**config.mk**
```make
export PLATFORM = sky130hd
export DESIGN_NAME = dfp_ram
export DESIGN_NICKNAME = d
export VERILOG_FILES = /design/src/rtl/dual_fifo_pcm_sound_channel_defines.svh /design/src/rtl/dfp_ram.sv
export SDC_FILE = /design/constraint.sdc
export NUM_CORES = 2
export LEC_CHECK = 0
export BUFFER_PORTS_ARGS = -buffer_cell sky130_fd_sc_hd__buf_4
export CAP_MARGIN = 40
export CORE_MARGIN = 2
export CORE_UTILIZATION = 55
export DETAILED_ROUTE_END_ITERATION = 8
export PLACE_DENSITY_LB_ADDON = 0.2
export SLEW_MARGIN = 0
export SYNTH_ARGS = -nofsm -noshare
export SYNTH_HDL_FRONTEND = slang
export SYNTH_SLANG_ARGS = --single-unit
```
**constraint.sdc**
```tcl
create_clock -name clk -period 2.9 [get_ports clk]
set_input_delay 0.145 -clock clk [delete_from_list [all_inputs] [get_ports clk]]
set_output_delay 0.145 -clock clk [all_outputs]
set_load 0.01 [all_outputs]
```
**src/rtl/dual_fifo_pcm_sound_channel_defines.svh**
```systemverilog
// ----------------------------------------------------------------------------
// dual_fifo_pcm_sound_channel_defines.svh
// assertion macros shared by the sound channel rtl
// ----------------------------------------------------------------------------
`ifndef DUAL_FIFO_PCM_SOUND_CHANNEL_DEFINES_SVH
`define DUAL_FIFO_PCM_SOUND_CHANNEL_DEFINES_SVH

// condition holds on every edge outside reset
`define DFP_ASSERT_HOLDS(label, clk, rst, cond, msg) \
  label: assert property (@(posedge clk) disable iff (rst) (cond)) else $error(msg);

// antecedent implies consequent in the same cycle
`define DFP_ASSERT_IMPLIES(label, clk, rst, ante, cons, msg) \
  label: assert property (@(posedge clk) disable iff (rst) (ante) |-> (cons)) else $error(msg);

`endif

```
**src/rtl/dfp_ram.sv**
```systemverilog
// ----------------------------------------------------------------------------
// dfp_ram
// single port write, single port read ram with registered read data
// ----------------------------------------------------------------------------
`timescale 1ns / 1ps
`default_nettype none

module dfp_ram #(
  parameter int WIDTH = 8,
  parameter int DEPTH = 256
) (
  input  logic                     clk,
  input  logic                     we,
  input  logic [$clog2(DEPTH)-1:0] waddr,
  input  logic [WIDTH-1:0]         wdata,
  input  logic                     re,
  input  logic [$clog2(DEPTH)-1:0] raddr,
  output logic [WIDTH-1:0]         rdata
);

  logic [WIDTH-1:0] mem [DEPTH];

  always_ff @(posedge clk) begin
    if (we) begin
      mem[waddr] <= wdata;
    end
    if (re) begin
      rdata <= mem[raddr];
    end
  end

endmodule

`default_nettype wire
```
==> impl_results.md <==
- Worst Max-Slew Pin Slew: 0.877 ns
- Final instance area: 0.0926 mm2
- Die ar.: 0.148 mm2
- Min-delay src: waddr[6]
- Synthesized instance count: 3733
- Final #Nets: 4388
- FF/Latch Area: 0.0617 mm2
- Power share of the combinational group: 0.055
- Vias per cell: 6.38
- Most common flop cell mapped by yosys: edfxtp_1
- Slew HR: 0.416
- Switching power: 12.9 mW
- Area Overhead vs Synth: 16.3%
- Layout cells sized above 1: 0.306
- Vias in the first global route: 40.6k
- Synth top area share: 0.775
- Critical path startpoint category: flop
- Crit-path max FO: 1
- DRT Pass-1 Iters: 9
- Final wirelength: 199000 um
- CTS tree: yes
- Sequential share of the synthesized area: 0.775
- Maximum vdd drop: 0.000592 V
- PD cells: 658 mW/mm2
- Fin crit share: 0.989
- Die width: 385 um
- Clk root buf: clkbuf_16
- Mapped cell area: 0.0796 mm2
- Reg-to-reg startpoint: mem[211][5]$_DFFE_PP_
- First-pass GRT wire length: 285000 um
- Crit path launch: mem[211][5]$_DFFE_PP_
- Area of the multi-input gates: 0.0165 mm2
- Iter 0 DRT Violations: 4926
- Fillers: 9625
- Core Area: 0.144 mm2
- Initial antenna violation count: 7
- Largest net degree at the start of global routing: 108
- CP arrival: 3.44 ns
- Fin. max-slew vios: 0
- Final setup fails: 0
- Synthesis Warnings: 0
- Clock Path Buffers: 3
- Site Rows: 139
- Crit Path Class: flop to flop
- Post-synth EDFFs: 2056
- Initial core utilization: 0.554
- Crit path time final: 2.87 ns
- Global route overflow: 0
- CTS sink count: 2056
- DRT antenna net count: 0
- Critical Path RT: 3.47 ns
- Status: complete, but fails checks
- H-tree depth: 4
- Height of the chip: 385 um
- Violated checks: design-rule violations
- Total GRT Usage: 0.272
- Synth area leader: edfxtp_1
- Vias: 41.0k
- Class of the worst hold path: input pin to flop
- #FFs+latches synth: 2056
- Async S/R FF share, synth: 0
- I/O Pins: 35
- Final setup TNS: 0 ns
- Internal power: 48.0 mW
- Sequential power share: 0.538
- CTS Buf Count: 199
- Post-Syn Nets: 3760
- Leakage: 29.9 nW
- Max frequency: 0.349 GHz
- CP endpoint kind: flop
- Yosys cell types: 54
- Switching Share: 0.212
- Worst clock skew: 0.0327 ns
- Post-DP HPWL: 126000 um
- Post-route DRC: 2
- Post-CTS Setup Inserts: 0
- GPL Wtd Cong: 0.856
- R2R depth: 7
- Top post-synthesis cells by area: edfxtp_1 78%, mux4_2 13%, mux2i_1 1.7%, nor2_1 1.3%, a22oi_1 1.3%
- Max-cap violations: 0
- Routed length per instance: 30.9 um
- Clock slew at reported path FFs: 0.06 ns
- Clock power share: 0.407
- Hold path depth: 4
- Clock insertion delay at the later pin of the skew report: 0.83 ns
- Syn avg cell area: 21.3 um2
- RSZ-0062 raised after global routing: no
- DP Area: 0.0862 mm2
- Final hold violation count: 0
- PortBufs: 34
critical path, cell delays in order (launching register included):
cell and delay (ns):
edfxtp_1 0.36, mux4_2 0.51, a22o_1 0.26, a221oi_1 0.50
o32ai_1 0.20, nor3_1 0.49, buf_4 0.26, nor4_1 0.06
flip-flops by register name (all words and copies together) (netlist names):
| signal | flops |
|---|---|
| mem | 2048 |
| rdata | 8 |
repair_timing:
item                                   in CTS  in global routing
resized for setup                           0                  1
setup endpoints to repair                   0                  1
hold buffers                               17                  0
endpoints found under the hold margin     737                  0
layout make-up:
| cell class | instances | share of cell area |
|---|---|---|
| antenna | 3 | 0.0000810 |
| inverter | 2 | 0.0000810 |
| clock buffer | 245 | 0.0561 |
| timing repair buffer | 660 | 0.0625 |
| tap | 1903 | 0.0257 |
| sequential | 2056 | 0.667 |
| multi-input combinational | 1442 | 0.178 |
| clock inverter | 112 | 0.0110 |
cells in the final DEF, fill, tap and decap left out, types with 4 or more instances in the layout:
cell type / instances
edfxtp_1: 2056
buf_4: 569
mux4_2: 454
nor2_1: 279
clkbuf_16: 201
mux2i_1: 134
a22oi_1: 133
a21oi_1: 96
buf_12: 58
clkinv_1: 50
o221ai_1: 46
clkbuf_1: 44
nand3_1: 34
nand2_1: 33
clkinv_2: 33
o22ai_1: 28
nor2b_1: 28
nor3_1: 22
nor4_1: 21
dlygate4sd3_1: 17
a211oi_1: 16
bufinv_16: 14
a221oi_1: 13
nand4_1: 10
o211ai_1: 10
o21ai_0: 10
nand2b_1: 8
a22o_1: 8
buf_8: 8
and2_1: 6
nor4_2: 6
o22a_1: 5
or2_2: 4
o32ai_1: 4
clkinv_8: 4
buf_2: 4
path summary, 6_finish.rpt:
| path | to | slack (ns) |
|---|---|---|
| min reg2reg | rdata[5]$_DFFE_PP_ | 1.22 |
| max reg2reg | rdata[5]$_DFFE_PP_ | 0.03 |
| min | mem[24][4]$_DFFE_PP_ | 0.07 |
| max | rdata[5]$_DFFE_PP_ | 0.03 |
synthesized netlist by cell type (3+ instances only):
cell and count:
a21oi_1 96, and2_1 6, o22a_1 5, o211ai_1 10, nor2_1 282, a22oi_1 133, a211oi_1 16, buf_4 27
o32ai_1 4, clkbuf_1 111, edfxtp_1 2056, buf_8 13, nand2_1 33, o22ai_1 28, nor4_2 3, nor3_1 22
buf_1 22, or2_2 4, mux2i_1 134, nand3_1 34, nor4_1 24, a221oi_1 13, nor2b_1 31, buf_12 8
buf_2 31, nand4_1 10, nand2b_1 8, buf_6 21, o21ai_0 10, o221ai_1 46, mux4_2 454, a22o_1 8
stage by stage:
| step | util | total power, mW | std cells | setup WS (ns) | hold WS (ns) |
|---|---|---|---|---|---|
| 2_1_floorplan | - | 35.0 | 3733 | 0.679 | 0.244 |
| 4_1_cts | 0.645 | 61.3 | 6419 | 0.0193 | 0.000837 |
| 3_3_place_gp | 0.600 | 36.7 | 6036 | -0.957 | 0.543 |
| 3_5_place_dp | 0.600 | 36.7 | 6045 | -0.682 | 0.545 |
| 5_1_grt | 0.645 | 62.6 | 6420 | 0.0439 | 0.0522 |
| 6_report | 0.645 | 61.0 | 6423 | 0.0309 | 0.0728 |
cell families after synthesis:
| group | count (synthesis) | synth area share |
|---|---|---|
| compound gates | 385 | 0.0342 |
| buf+inv | 235 | 0.0183 |
| flops | 2056 | 0.775 |
| mux | 591 | 0.146 |
| simple gates | 466 | 0.0263 |
metal layers:
layer  vias to the layer above  wire length [um]  track usage
li1                      17000                 -            -
met1                     21700             77400        0.388
met2                      2028             96300        0.430
met3                       322             19000       0.0561
met4                        14              5840       0.0837
met5                         -                86            0
power groups by stage:
stage | clock network (mW) | logic (mW) | registers, mW
2_1_floorplan | 0 | 1.59 | 33.4
3_3_place_gp | 0 | 3.25 | 33.4
3_5_place_dp | 0 | 3.31 | 33.4
4_1_cts | 25.2 | 3.34 | 32.8
5_1_grt | 26.3 | 3.49 | 32.8
6_report | 24.8 | 3.33 | 32.8
(Power assumes the default switching activity.)
